**src/owbm_pkg.sv**
```systemverilog
// ---------------------------------------------------------------------------
// owbm_pkg: shared types and constants for the 1-Wire bus master
// Action codes, register map, phase codes, the item struct and
// the Dallas CRC-8 byte update.
// ---------------------------------------------------------------------------
package owbm_pkg;

  // Field widths
  localparam int unsigned ActionW = 3;
  localparam int unsigned ByteW   = 8;
  localparam int unsigned UsW     = 11;
  localparam int unsigned CfgIdxW = 3;
  localparam int unsigned NumRegs = 8;

  // Action codes on the request channel
  localparam logic [ActionW-1:0] ACT_TICK  = 3'd0;
  localparam logic [ActionW-1:0] ACT_RESET = 3'd1;
  localparam logic [ActionW-1:0] ACT_WRITE = 3'd2;
  localparam logic [ActionW-1:0] ACT_READ  = 3'd3;
  localparam logic [ActionW-1:0] ACT_CLEAR = 3'd4;

  // Register indexes
  localparam logic [CfgIdxW-1:0] REG_RESET_LOW   = 3'd0;
  localparam logic [CfgIdxW-1:0] REG_PRES_SAMPLE = 3'd1;
  localparam logic [CfgIdxW-1:0] REG_SHORT_LOW   = 3'd2;
  localparam logic [CfgIdxW-1:0] REG_W0_LOW      = 3'd3;
  localparam logic [CfgIdxW-1:0] REG_W1_HIGH     = 3'd4;
  localparam logic [CfgIdxW-1:0] REG_W0_HIGH     = 3'd5;
  localparam logic [CfgIdxW-1:0] REG_RD_SAMPLE   = 3'd6;
  localparam logic [CfgIdxW-1:0] REG_RD_TAIL     = 3'd7;

  // Register reset values
  localparam logic [UsW-1:0] REG_RESET_VALS [NumRegs] = '{
    11'd480, 11'd40, 11'd3, 11'd60, 11'd60, 11'd10, 11'd12, 11'd55
  };

  // Released time ahead of the reset pulse
  localparam logic [UsW-1:0] RESET_IDLE_US = 11'd1000;

  // CRC-8 constants (x^8+x^5+x^4+1, reflected)
  localparam logic [ByteW-1:0] CRC_MIX = 8'h18;
  localparam logic [ByteW-1:0] CRC_TOP = 8'h80;

  // Classified operation
  typedef enum logic [2:0] {
    OP_TICK  = 3'd0,
    OP_RESET = 3'd1,
    OP_WRITE = 3'd2,
    OP_READ  = 3'd3,
    OP_CLEAR = 3'd4
  } op_e;

  // Bus phase, one-hot
  typedef enum logic [9:0] {
    PH_IDLE      = 10'b00_0000_0001,
    PH_RST_IDLE  = 10'b00_0000_0010,
    PH_RST_LOW   = 10'b00_0000_0100,
    PH_PRES_WAIT = 10'b00_0000_1000,
    PH_WAIT_HIGH = 10'b00_0001_0000,
    PH_WLOW      = 10'b00_0010_0000,
    PH_WHIGH     = 10'b00_0100_0000,
    PH_RLOW      = 10'b00_1000_0000,
    PH_RSAMP     = 10'b01_0000_0000,
    PH_RTAIL     = 10'b10_0000_0000
  } phase_e;

  // Request after classification
  typedef struct packed {
    op_e             op;
    logic [ByteW-1:0] wdata;
    logic             line;
  } item_t;

  // Dallas CRC-8 over one byte, LSB first
  function automatic logic [ByteW-1:0] crc8_byte(input logic [ByteW-1:0] crc,
                                                 input logic [ByteW-1:0] data);
    logic [ByteW-1:0] c;
    logic [ByteW-1:0] b;
    c = crc;
    b = data;
    for (int k = 0; k < ByteW; k++) begin
      if ((c[0] ^ b[0]) == 1'b1) begin
        c = c ^ CRC_MIX;
        c = (c >> 1) | CRC_TOP;
      end else begin
        c = c >> 1;
      end
      b = b >> 1;
    end
    return c;
  endfunction

endpackage

```
**src/owbm_if.sv**
```systemverilog
// ---------------------------------------------------------------------------
// owbm_if: channel interfaces of the 1-Wire bus master
// Request, result and register-write channels, each valid/ready.
// ---------------------------------------------------------------------------
interface owbm_in_if;
  logic                        valid;
  logic                        ready;
  logic [owbm_pkg::ActionW-1:0] action;
  logic [owbm_pkg::ByteW-1:0]   write_data;
  logic                        line_level;

  modport source (output valid, action, write_data, line_level, input ready);
  modport sink   (input valid, action, write_data, line_level, output ready);
endinterface

interface owbm_out_if;
  logic                      valid;
  logic                      ready;
  logic                      drive_low;
  logic                      busy_res;
  logic                      done_res;
  logic                      presence;
  logic [owbm_pkg::ByteW-1:0] read_byte;
  logic [owbm_pkg::ByteW-1:0] crc_value;
  logic                      rejected;

  modport source (output valid, drive_low, busy_res, done_res, presence, read_byte,
                  crc_value, rejected, input ready);
  modport sink   (input valid, drive_low, busy_res, done_res, presence, read_byte,
                  crc_value, rejected, output ready);
endinterface

interface owbm_cfg_if;
  logic                        valid;
  logic                        ready;
  logic [owbm_pkg::CfgIdxW-1:0] index;
  logic [owbm_pkg::UsW-1:0]     data;

  modport source (output valid, index, data, input ready);
  modport sink   (input valid, index, data, output ready);
endinterface

```
**src/owbm_front.sv**
```systemverilog
// ---------------------------------------------------------------------------
// owbm_front: request intake
// Classifies each request and holds it in a two-entry queue for the back end.
// ---------------------------------------------------------------------------
module owbm_front (
  input  logic                clk_i,
  input  logic                rst_ni,
  owbm_in_if.sink             in_i,
  output logic                q_valid_o,
  output owbm_pkg::item_t     q_item_o,
  input  logic                q_pop_i
);

  owbm_pkg::item_t mem_q [2];
  logic            wr_ptr_q, wr_ptr_d;
  logic            rd_ptr_q, rd_ptr_d;
  logic [1:0]      count_q, count_d;
  owbm_pkg::item_t item_in;
  logic            push;
  logic            pop;

  // Classify the action; unused codes are plain ticks
  always_comb begin
    item_in.wdata = in_i.write_data;
    item_in.line  = in_i.line_level;
    case (in_i.action)
      owbm_pkg::ACT_RESET: item_in.op = owbm_pkg::OP_RESET;
      owbm_pkg::ACT_WRITE: item_in.op = owbm_pkg::OP_WRITE;
      owbm_pkg::ACT_READ:  item_in.op = owbm_pkg::OP_READ;
      owbm_pkg::ACT_CLEAR: item_in.op = owbm_pkg::OP_CLEAR;
      default:             item_in.op = owbm_pkg::OP_TICK;
    endcase
  end

  assign in_i.ready = (count_q != 2'd2);
  assign push       = in_i.valid && in_i.ready;
  assign pop        = q_pop_i && (count_q != 2'd0);
  assign q_valid_o  = (count_q != 2'd0);
  assign q_item_o   = mem_q[rd_ptr_q];

  // Queue pointers
  always_comb begin
    wr_ptr_d = push ? ~wr_ptr_q : wr_ptr_q;
    rd_ptr_d = pop ? ~rd_ptr_q : rd_ptr_q;
    count_d  = count_q;
    if (push && !pop) begin
      count_d = count_q + 2'd1;
    end else if (pop && !push) begin
      count_d = count_q - 2'd1;
    end
  end

  always_ff @(posedge clk_i or negedge rst_ni) begin
    if (!rst_ni) begin
      wr_ptr_q <= 1'b0;
      rd_ptr_q <= 1'b0;
      count_q  <= 2'd0;
    end else begin
      wr_ptr_q <= wr_ptr_d;
      rd_ptr_q <= rd_ptr_d;
      count_q  <= count_d;
    end
  end

  // Queue storage
  always_ff @(posedge clk_i) begin
    if (push) begin
      mem_q[wr_ptr_q] <= item_in;
    end
  end

  // Queue never overfills nor underflows
  a_count_range: assert property (@(posedge clk_i) disable iff (!rst_ni)
    count_q != 2'd3) else $error("queue count out of range");
  a_no_push_full: assert property (@(posedge clk_i) disable iff (!rst_ni)
    (count_q == 2'd2 && !pop) |=> count_q == 2'd2) else $error("full queue lost entry");
  a_pop_count: assert property (@(posedge clk_i) disable iff (!rst_ni)
    (pop && !push) |=> count_q == $past(count_q) - 2'd1) else $error("pop count slip");

endmodule

```
**src/owbm_back.sv**
```systemverilog
// ---------------------------------------------------------------------------
// owbm_back: bus sequencer
// Runs one microsecond step per request: command start, phase timing,
// bit shifting, presence and CRC; results leave through an output register.
// ---------------------------------------------------------------------------
module owbm_back (
  input  logic            clk_i,
  input  logic            rst_ni,
  owbm_cfg_if.sink        cfg_i,
  input  logic            q_valid_i,
  input  owbm_pkg::item_t q_item_i,
  output logic            q_pop_o,
  owbm_out_if.source      out_o
);

  localparam int unsigned UsW   = owbm_pkg::UsW;
  localparam int unsigned ByteW = owbm_pkg::ByteW;

  logic [UsW-1:0]   regs_q [owbm_pkg::NumRegs];

  owbm_pkg::phase_e phase_q, phase_d, ph_a;
  logic [UsW-1:0]   cnt_q, cnt_d, cnt_a;
  logic [ByteW-1:0] sh_q, sh_d, sh_a;
  logic [2:0]       bc_q, bc_d, bc_a;
  logic [ByteW-1:0] crc_q, crc_d, crc_a;
  logic             pres_q, pres_d;
  logic [ByteW-1:0] last_q, last_d;
  logic             rej, done, drive;
  logic             take;
  logic             is_cmd;

  // Output register
  logic             ovalid_q;
  logic             odrive_q, obusy_q, odone_q, orej_q;

  assign take    = q_valid_i && (!ovalid_q || out_o.ready);
  assign q_pop_o = take;

  // Register writes
  assign cfg_i.ready = 1'b1;
  always_ff @(posedge clk_i or negedge rst_ni) begin
    if (!rst_ni) begin
      regs_q <= owbm_pkg::REG_RESET_VALS;
    end else if (cfg_i.valid) begin
      regs_q[cfg_i.index] <= cfg_i.data;
    end
  end

  assign is_cmd = (q_item_i.op == owbm_pkg::OP_RESET) ||
                  (q_item_i.op == owbm_pkg::OP_WRITE) ||
                  (q_item_i.op == owbm_pkg::OP_READ);

  // One step: command start, then the tick
  always_comb begin
    ph_a  = phase_q;
    cnt_a = cnt_q;
    sh_a  = sh_q;
    bc_a  = bc_q;
    crc_a = crc_q;
    rej   = 1'b0;

    if (q_item_i.op == owbm_pkg::OP_CLEAR) begin
      crc_a = '0;
    end
    if (is_cmd) begin
      if (phase_q != owbm_pkg::PH_IDLE) begin
        rej = 1'b1;
      end else begin
        bc_a = '0;
        case (q_item_i.op)
          owbm_pkg::OP_RESET: begin
            ph_a  = owbm_pkg::PH_RST_IDLE;
            cnt_a = owbm_pkg::RESET_IDLE_US;
          end
          owbm_pkg::OP_WRITE: begin
            sh_a  = q_item_i.wdata;
            ph_a  = owbm_pkg::PH_WLOW;
            cnt_a = q_item_i.wdata[0] ? regs_q[owbm_pkg::REG_SHORT_LOW]
                                      : regs_q[owbm_pkg::REG_W0_LOW];
          end
          default: begin
            sh_a  = '0;
            ph_a  = owbm_pkg::PH_RLOW;
            cnt_a = regs_q[owbm_pkg::REG_SHORT_LOW];
          end
        endcase
      end
    end

    phase_d = ph_a;
    cnt_d   = cnt_a;
    sh_d    = sh_a;
    bc_d    = bc_a;
    crc_d   = crc_a;
    pres_d  = pres_q;
    last_d  = last_q;
    done    = 1'b0;
    drive   = 1'b0;

    if (ph_a != owbm_pkg::PH_IDLE) begin
      drive = (ph_a == owbm_pkg::PH_RST_LOW) || (ph_a == owbm_pkg::PH_WLOW) ||
              (ph_a == owbm_pkg::PH_RLOW);
      if (ph_a == owbm_pkg::PH_WAIT_HIGH) begin
        if (q_item_i.line) begin
          phase_d = owbm_pkg::PH_IDLE;
          cnt_d   = '0;
          done    = 1'b1;
        end
      end else if (cnt_a > 11'd1) begin
        cnt_d = cnt_a - 11'd1;
      end else begin
        // Phase ends on this tick
        case (ph_a)
          owbm_pkg::PH_RST_IDLE: begin
            phase_d = owbm_pkg::PH_RST_LOW;
            cnt_d   = regs_q[owbm_pkg::REG_RESET_LOW];
          end
          owbm_pkg::PH_RST_LOW: begin
            phase_d = owbm_pkg::PH_PRES_WAIT;
            cnt_d   = regs_q[owbm_pkg::REG_PRES_SAMPLE];
          end
          owbm_pkg::PH_PRES_WAIT: begin
            if (!q_item_i.line) begin
              pres_d  = 1'b1;
              phase_d = owbm_pkg::PH_WAIT_HIGH;
              cnt_d   = '0;
            end else begin
              pres_d  = 1'b0;
              phase_d = owbm_pkg::PH_IDLE;
              cnt_d   = '0;
              done    = 1'b1;
            end
          end
          owbm_pkg::PH_WLOW: begin
            phase_d = owbm_pkg::PH_WHIGH;
            cnt_d   = sh_a[0] ? regs_q[owbm_pkg::REG_W1_HIGH]
                              : regs_q[owbm_pkg::REG_W0_HIGH];
          end
          owbm_pkg::PH_WHIGH: begin
            sh_d = sh_a >> 1;
            if (bc_a == 3'd7) begin
              phase_d = owbm_pkg::PH_IDLE;
              cnt_d   = '0;
              done    = 1'b1;
            end else begin
              bc_d    = bc_a + 3'd1;
              phase_d = owbm_pkg::PH_WLOW;
              cnt_d   = sh_a[1] ? regs_q[owbm_pkg::REG_SHORT_LOW]
                                : regs_q[owbm_pkg::REG_W0_LOW];
            end
          end
          owbm_pkg::PH_RLOW: begin
            phase_d = owbm_pkg::PH_RSAMP;
            cnt_d   = regs_q[owbm_pkg::REG_RD_SAMPLE];
          end
          owbm_pkg::PH_RSAMP: begin
            sh_d    = {q_item_i.line, sh_a[ByteW-1:1]};
            phase_d = owbm_pkg::PH_RTAIL;
            cnt_d   = regs_q[owbm_pkg::REG_RD_TAIL];
          end
          owbm_pkg::PH_RTAIL: begin
            if (bc_a == 3'd7) begin
              last_d  = sh_a;
              crc_d   = owbm_pkg::crc8_byte(crc_a, sh_a);
              phase_d = owbm_pkg::PH_IDLE;
              cnt_d   = '0;
              done    = 1'b1;
            end else begin
              bc_d    = bc_a + 3'd1;
              phase_d = owbm_pkg::PH_RLOW;
              cnt_d   = regs_q[owbm_pkg::REG_SHORT_LOW];
            end
          end
          default: begin
            phase_d = owbm_pkg::PH_IDLE;
            cnt_d   = '0;
            done    = 1'b1;
          end
        endcase
      end
    end
  end

  // Sequencer state
  always_ff @(posedge clk_i or negedge rst_ni) begin
    if (!rst_ni) begin
      phase_q <= owbm_pkg::PH_IDLE;
      cnt_q   <= '0;
      sh_q    <= '0;
      bc_q    <= '0;
      crc_q   <= '0;
      pres_q  <= 1'b0;
      last_q  <= '0;
    end else if (take) begin
      phase_q <= phase_d;
      cnt_q   <= cnt_d;
      sh_q    <= sh_d;
      bc_q    <= bc_d;
      crc_q   <= crc_d;
      pres_q  <= pres_d;
      last_q  <= last_d;
    end
  end

  // Result register
  always_ff @(posedge clk_i or negedge rst_ni) begin
    if (!rst_ni) begin
      ovalid_q <= 1'b0;
    end else if (take) begin
      ovalid_q <= 1'b1;
    end else if (out_o.ready) begin
      ovalid_q <= 1'b0;
    end
  end

  always_ff @(posedge clk_i) begin
    if (take) begin
      odrive_q <= drive;
      obusy_q  <= (phase_d != owbm_pkg::PH_IDLE);
      odone_q  <= done;
      orej_q   <= rej;
    end
  end

  assign out_o.valid     = ovalid_q;
  assign out_o.drive_low = odrive_q;
  assign out_o.busy_res  = obusy_q;
  assign out_o.done_res  = odone_q;
  assign out_o.rejected  = orej_q;
  assign out_o.presence  = pres_q;
  assign out_o.read_byte = last_q;
  assign out_o.crc_value = crc_q;

  // Consistency of the sequencer
  a_idle_cnt: assert property (@(posedge clk_i) disable iff (!rst_ni)
    (phase_q == owbm_pkg::PH_IDLE) |-> (cnt_q == '0)) else $error("idle with live counter");
  a_phase_onehot: assert property (@(posedge clk_i) disable iff (!rst_ni)
    $onehot(phase_q)) else $error("phase not one-hot");
  a_busy_done: assert property (@(posedge clk_i) disable iff (!rst_ni)
    ovalid_q |-> !(obusy_q && odone_q)) else $error("busy and done together");
  a_drive_busy: assert property (@(posedge clk_i) disable iff (!rst_ni)
    (ovalid_q && odrive_q) |-> obusy_q) else $error("bus driven while not busy");
  a_rej_busy: assert property (@(posedge clk_i) disable iff (!rst_ni)
    (ovalid_q && orej_q) |-> (obusy_q || odone_q)) else $error("reject while idle");

endmodule

```
**src/one_wire_bus_master.sv**
```systemverilog
// ---------------------------------------------------------------------------
// one_wire_bus_master: 1-Wire master stepped one microsecond per request
// Front end classifies and queues requests; back end sequences the bus.
// ---------------------------------------------------------------------------
// Each request on in_i is one microsecond tick carrying the sampled bus level
// and optionally a command (reset/presence, write byte, read byte, clear CRC);
// each produces exactly one result on out_o with the drive level for that
// tick and the status. The block sustains one request per clock while out_o
// accepts its results: the sequencer in the back end does a full step per
// request, and the result is registered when its request is taken from the
// queue and offered in the cycle after. A two-entry queue between the front
// and back ends and a result register let either side stall without blocking
// the other. Register writes on cfg_i are always accepted and must only occur
// while the block is idle.
module one_wire_bus_master (
  input  logic       clk_i,
  input  logic       rst_ni,
  owbm_in_if.sink    in_i,
  owbm_out_if.source out_o,
  owbm_cfg_if.sink   cfg_i
);

  logic            q_valid;
  owbm_pkg::item_t q_item;
  logic            q_pop;

  owbm_front u_front (
    .clk_i     (clk_i),
    .rst_ni    (rst_ni),
    .in_i      (in_i),
    .q_valid_o (q_valid),
    .q_item_o  (q_item),
    .q_pop_i   (q_pop)
  );

  owbm_back u_back (
    .clk_i     (clk_i),
    .rst_ni    (rst_ni),
    .cfg_i     (cfg_i),
    .q_valid_i (q_valid),
    .q_item_i  (q_item),
    .q_pop_o   (q_pop),
    .out_o     (out_o)
  );

endmodule
```
**src/flat_wrapper.sv**
```systemverilog
// flat-port wrapper written by rule: the top's interface ports become plain ports
module one_wire_bus_master_flat 
  (clk_i, rst_ni, in_i_valid, in_i_action, in_i_write_data, in_i_line_level, in_i_ready, out_o_valid, out_o_drive_low, out_o_busy_res, out_o_done_res, out_o_presence, out_o_read_byte, out_o_crc_value, out_o_rejected, out_o_ready, cfg_i_valid, cfg_i_index, cfg_i_data, cfg_i_ready);
  owbm_in_if in_i_i ();
  owbm_out_if out_o_i ();
  owbm_cfg_if cfg_i_i ();
  input  logic clk_i;
  input  logic rst_ni;
  input wire logic [$bits(in_i_i.valid)-1:0] in_i_valid;
  input wire logic [$bits(in_i_i.action)-1:0] in_i_action;
  input wire logic [$bits(in_i_i.write_data)-1:0] in_i_write_data;
  input wire logic [$bits(in_i_i.line_level)-1:0] in_i_line_level;
  output wire logic [$bits(in_i_i.ready)-1:0] in_i_ready;
  output wire logic [$bits(out_o_i.valid)-1:0] out_o_valid;
  output wire logic [$bits(out_o_i.drive_low)-1:0] out_o_drive_low;
  output wire logic [$bits(out_o_i.busy_res)-1:0] out_o_busy_res;
  output wire logic [$bits(out_o_i.done_res)-1:0] out_o_done_res;
  output wire logic [$bits(out_o_i.presence)-1:0] out_o_presence;
  output wire logic [$bits(out_o_i.read_byte)-1:0] out_o_read_byte;
  output wire logic [$bits(out_o_i.crc_value)-1:0] out_o_crc_value;
  output wire logic [$bits(out_o_i.rejected)-1:0] out_o_rejected;
  input wire logic [$bits(out_o_i.ready)-1:0] out_o_ready;
  input wire logic [$bits(cfg_i_i.valid)-1:0] cfg_i_valid;
  input wire logic [$bits(cfg_i_i.index)-1:0] cfg_i_index;
  input wire logic [$bits(cfg_i_i.data)-1:0] cfg_i_data;
  output wire logic [$bits(cfg_i_i.ready)-1:0] cfg_i_ready;
  assign in_i_i.valid = in_i_valid;
  assign in_i_i.action = in_i_action;
  assign in_i_i.write_data = in_i_write_data;
  assign in_i_i.line_level = in_i_line_level;
  assign in_i_ready = in_i_i.ready;
  assign out_o_valid = out_o_i.valid;
  assign out_o_drive_low = out_o_i.drive_low;
  assign out_o_busy_res = out_o_i.busy_res;
  assign out_o_done_res = out_o_i.done_res;
  assign out_o_presence = out_o_i.presence;
  assign out_o_read_byte = out_o_i.read_byte;
  assign out_o_crc_value = out_o_i.crc_value;
  assign out_o_rejected = out_o_i.rejected;
  assign out_o_i.ready = out_o_ready;
  assign cfg_i_i.valid = cfg_i_valid;
  assign cfg_i_i.index = cfg_i_index;
  assign cfg_i_i.data = cfg_i_data;
  assign cfg_i_ready = cfg_i_i.ready;
  one_wire_bus_master u_core (.clk_i(clk_i), .rst_ni(rst_ni), .in_i(in_i_i), .out_o(out_o_i), .cfg_i(cfg_i_i));
endmodule
```
**config.mk**
```make
export PLATFORM = sky130hd
export DESIGN_NAME = one_wire_bus_master_flat
export DESIGN_NICKNAME = d
export VERILOG_FILES = /design/src/owbm_pkg.sv /design/src/owbm_if.sv /design/src/owbm_front.sv /design/src/owbm_back.sv /design/src/one_wire_bus_master.sv /design/src/flat_wrapper.sv
export SDC_FILE = /design/constraint.sdc
export NUM_CORES = 1
export LEC_CHECK = 0
export BUFFER_PORTS_ARGS = -buffer_cell sky130_fd_sc_hd__buf_2
export CORE_AREA = 2 2 153 140
export CTS_BUF_LIST = sky130_fd_sc_hd__clkbuf_8 sky130_fd_sc_hd__clkbuf_16
export DETAILED_ROUTE_END_ITERATION = 6
export DIE_AREA = 0 0 155 142
export PLACE_DENSITY = 0.65
export SLEW_MARGIN = 20
export SYNTH_ARGS = -nofsm -noshare
export SYNTH_HDL_FRONTEND = slang
export SYNTH_SLANG_ARGS = --single-unit
```
**constraint.sdc**
```tcl
create_clock -name clk_i -period 3.52 [get_ports clk_i]
set_input_delay 0.704 -clock clk_i [delete_from_list [all_inputs] [get_ports clk_i]]
set_output_delay 0.704 -clock clk_i [all_outputs]
set_load 0.01 [all_outputs]
```
# After elaboration in Yosys (flattened, before gate mapping)
# Memories as Yosys holds them, arrays and structs flattened.
# Cells that the tools add are included.
[totals]
n_memories = 1
word_cells = 199
reg_bits = 146
ram_bits = 24
[classes]
addsub = 4
magnitude_cmp = 3
eq_ne = 22
muxes = 104
reduce_logical = 21
bitwise_logic = 21
[mem_list]
columns = ["name", "words", "word_bits", "read_ports", "rd_clocked_by_memory_dff", "wr", "line_no", "text"]
rows = [
  ["u_core.u_front.mem_q", 2, 12, 1, 0, 1, "owbm_front.sv:14", "owbm_pkg::item_t mem_q [2];"],
]
[op_table]
columns = ["operator", "n"]
rows = [
  ["$mux 8", 55],
  ["$mux 11", 12],
  ["$bwmux 88", 1],
  ["$pmux 10 s8", 1],
  ["$pmux 11 s7", 1],
  ["$mux 10", 6],
  ["$pmux 8 s2", 3],
  ["$demux 11 s3", 1],
  ["$ne 10x1->1 const B", 3],
  ["$pmux 11 s2", 1],
  ["$mux 3", 7],
  ["$not 2->2", 8],
  ["$eq 3x2->1 const B", 4],
  ["$pmux 3 s4", 1],
  ["$gt 11x1->1 const B", 1],
  ["$sub 11x1->11 const B", 1],
  ["$eq 10x10->1 const B", 1],
  ["$eq 10x2->1 const B", 1],
  ["$eq 10x3->1 const B", 1],
  ["$eq 10x4->1 const B", 1],
  ["$eq 10x5->1 const B", 1],
  ["$eq 10x6->1 const B", 1],
  ["$eq 10x7->1 const B", 1],
  ["$eq 10x8->1 const B", 1],
  ["25 further kinds", 61],
]

# Logic depth before layout (Yosys ltp)
# An unclocked memory read counts as a cell.
[logic_depth]
ltp_word = 61
depth_mapped = 15
ltp_nobuf = 12

# Cells and area by module
# Synthesis repeated with hierarchy kept, for this count alone.
[unflattened]
cells_unflattened = 833
hier_area_um2 = 9366.5
[by_module_without_submodules]
columns = ["mod", "area_each_um2", "seq_area_each_um2", "cells_per_inst", "n_inst"]
rows = [
  ["owbm_back", 8267.9, 3606.0, 775, 1],
  ["owbm_front", 1098.6, 820.8, 58, 1],
]

# Worst setup path after synthesis
# Ideal clock, no wire load.
[synth_timing]
kind = "reg-to-reg"
startpoint = "register u_core.u_front.rd_ptr_q"
endpoint = "register u_core.u_back.obusy_q, in the netlist u_core.u_back.out_o.busy_res (data pin)"
setup_time_ps = 263
period_less_slack_ps = 3208
path_slack_ps = 312
required_ps = 3257
arrival_time_ps = 2945
n_path_buf = 2
path_stages_with_launch = 11
path_cell_list = "dfrtp_1 > buf_4 > o32a_4 > nor3_4 > a31oi_1 > nor4_4 > and4_1 > buf_4 > o32ai_1 > a32o_1 > a2111o_1"
[synth_between]
elab_chain_len = 12
elab_cells_between_ends = 35
classes_between = "order compare (1); eq/ne (15); mux (16); reduce/logical (2); memory (1)"
[synth_lines]
columns = ["element", "line_no", "text"]
rows = [
  ["start: declaration", "owbm_front.sv:16", "logic rd_ptr_q, rd_ptr_d;"],
  ["start signal: assignment", "owbm_front.sv:60", "rd_ptr_q <= rd_ptr_d;"],
  ["$mem_v2 2x12 *", "-", ""],
  ["parallel branches: the longest is 9 deep, another holds $gt 11x1->1", "-", ""],
  ["$mux 10 *", "owbm_back.sv:100", "if (ph_a != owbm_pkg::PH_IDLE) begin"],
  ["$ne 10x1->1 *", "owbm_back.sv:219", "obusy_q <= (phase_d != owbm_pkg::PH_IDLE);"],
  ["end signal: assignment", "owbm_back.sv:219", ""],
  ["end: declaration", "owbm_back.sv:34", "logic odrive_q, obusy_q, odone_q, orej_q;"],
]
# Mark *: on every way between the ends.
# A chain may end at the register's enable or synchronous reset.

# Worst setup path after layout
# Ends and elaborated chain as after synthesis.

==> reports/results.txt <==
Setup violators final = 0
Data required, critical path = 3.71 ns
Vias per cell = 5.95
Final slew viol count = 0
Final Hold Fails = 0
Synth area leaders = dfrtp_1 32%, mux2_2 12%, edfxtp_1 9.3%, dfstp_2 7.5%, mux2i_1 3.0%
Period utilization = 0.968
R2r worst-path depth = 11
Worst Path Max Fanout = 12
Drt pass-1 iters = 4
Die H = 142 um
First-pass GRT wire length = 39.2 mm
Row count = 50
Max VDD drop = 0.335 mV
I/O pins = 55
Full die area = 22000 um2
Register bit total from synthesis = 170
Core Util, Final = 0.523
Layout area overhead = 17.9%
Diode count = 0
Layout Cells excl Fill = 1161
Post-synthesis instance total = 784
Initial antenna violation count = 0
Post-synth top cells = 116 x dfrtp_1, 97 x mux2_2, 60 x nand2_1
Netlist Area Pre-Place = 9070 um2
Global Route Usage Sum = 0.231
WS Path Type = register to register
Post-synth EDFFs = 28
Status = finished clean
Worst-skew pair later-pin latency = 0.44 ns
Layout net count = 923
CTS root buf = clkbuf_16
Yosys warns = 0
Post-synth top area share = 0.320
Count of cell types in the netlist = 87
Top FF cell, synth = dfrtp_1
Total Power = 7.04 mW
Clock-pin slew of the registers on the worst-case setup and hold paths = 0.07 ns
Static Leak = 4.34 nW
Power Density = 658 nW/um2
Worst Skew = 0.0133 ns
Max Root-Sink Buffers = 2
Max_slew headroom = 0.444
Arr. time, crit path = 3.60 ns
DP HPWL = 17.7 mm
RSZ-0062 raised after global routing = true
Placeable core region = 20500 um2
Crit start category = register
Number of H-tree levels = 4
Worst Max-Slew Pin Slew = 0.831 ns
Clock buffer count from CTS = 17
Die width = 155 um
Area after DPL = 10000 um2
Mapped Nets = 819
Final Instance Area = 10700 um2
Number of global-route vias before repair = 6808
Most common cell in the netlist = dfrtp_1
Iteration-0 DRC count of the detailed router = 584
Cell total after placement = 1126
Number of I/O port buffers = 53
Largest net degree at the start of global routing = 78
Layout cells sized above 1 = 0.367
Min Clock Period, post-route = 3.41 ns
CTS tree = yes
Asr flop ratio synth = 0.835
Crit end category = register
Initial Util = 0.444
Routed length per instance = 20.9 um
Seq/Total Area, Yosys = 0.488
Via count = 6910
F_max = 293 MHz
DRT Wirelength = 24.3 mm
R2r startpoint = u_core.u_front.rd_ptr_q
Post-route antenna net violation count = 0
Max Cap Viol = 0
GPL Wtd Cong = 0.988
# clock sinks = 170
Average cell area after synthesis = 11.6 um2
DRC errors left = 0
GRT overflow = 0
Synth area leader = dfrtp_1
Worst Hold Class = input pin to async pin
Worst Setup SP = u_core.u_front.rd_ptr_q
flip-flops by register name, summed over array words and instances, names as in the netlist, 2 cells and up:
name                           flops
u_core.u_front.mem_q              24
u_core.u_front.count_q             2
u_core.u_back.bc_q                 3
u_core.u_back.out_o.read_byte      8
u_core.u_back.sh_q                 8
u_core.u_back.regs_q              88
u_core.u_back.cnt_q               11
u_core.u_back.phase_q             10
u_core.u_back.out_o.crc_value      8
layout make-up:
class | count | area, um2
fill | 1797 | 9760
multi-input combinational | 562 | 4440
sequential | 170 | 4430
timing repair buffer | 128 | 847
clock buffer | 17 | 425
tap | 260 | 325
clock inverter | 15 | 196
inverter | 9 | 33.8
per-layer routing:
metal | track usage | wire, um | vias up
li1 | - | - | 3172
met1 | 0.345 | 11500 | 3444
met2 | 0.348 | 10900 | 265
met3 | 0.0457 | 1520 | 29
met4 | 0.0551 | 351 | 0
met5 | 0 | 0 | -
placed cells by master (no fill, tap or decap), types with 5 or more instances in the layout:
cell / count
clkbuf_16: 17
or2_2: 8
a221oi_1: 8
nand2_1: 60
dfstp_2: 26
a31oi_1: 10
xor2_1: 12
or3_1: 6
mux2i_1: 27
nand3_1: 13
a22oi_1: 19
and3_1: 6
o211ai_1: 11
o21ai_1: 10
clkinv_8: 5
inv_1: 9
a32oi_1: 5
nand2b_1: 10
mux2_2: 97
o2bb2ai_1: 13
o21ai_0: 36
a21oi_1: 23
nor4b_1: 9
edfxtp_1: 28
dfrtp_1: 115
nor3_1: 11
buf_4: 74
xnor2_1: 23
buf_2: 52
nor2_1: 31
path summary, 6_finish.rpt:
check	end	slack [ns]
max in group asynchronous	u_core.u_back.regs_q[2]	2.56
setup / recovery	u_core.u_back.out_o.busy_res	0.11
hold reg to reg	u_core.u_back.cnt_q[10]	0.48
hold / removal	u_core.u_back.regs_q[24]	0.17
setup reg to reg	u_core.u_back.out_o.busy_res	0.11
min in group clk_i	u_core.u_front.mem_q[1][6]	0.45
stage by stage:
step | hold slack [ns] | TNS (ns) | setup slack (ns)
after floorplan | 0.408 | 0 | 0.312
after global placement | 0.465 | 0 | 0.0709
after detailed placement | 0.467 | 0 | 0.0207
after CTS | 0.172 | 0 | 0.00924
after global routing | 0.176 | -0.0254 | -0.0227
final | 0.169 | 0 | 0.112
logic make-up after synthesis:
| kind of cell | share of synthesized area |
|---|---|
| AO/OA/AOI/OAI | 0.146 |
| XOR/XNOR | 0.0387 |
| adder cells (fa/ha/maj) | 0.00552 |
| buffers and inverters | 0.0270 |
| flip-flops | 0.488 |
| multiplexers | 0.157 |
| other | 0.000413 |
| AND/OR/NAND/NOR | 0.137 |
power breakdown:
group | leakage [nW] | internal, mW | switching [mW]
logic | 2.06 | 1.03 | 1.30
registers | 1.97 | 2.48 | 0.277
clock network | 0.304 | 1.03 | 0.922
total | 4.34 | 4.54 | 2.49
worst max-delay path, stage by stage, from the launching register on:
cell and delay [ns]:
dfrtp_2 0.46, buf_4 0.18, o32ai_2 0.40, buf_4 0.29
a21oi_1 0.09, a31oi_1 0.21, ha_1 0.18, o21bai_1 0.20
and4_2 0.38, o32ai_1 0.14, a32o_1 0.24, a2111o_1 0.37
repair_timing:
item | CTS | global route
resized for setup | 0 | 8
setup endpoints to repair | 0 | 44
hold buffers | 0 | 0
setup buffers | 0 | 3
Power figures use the tool's default switching activity.
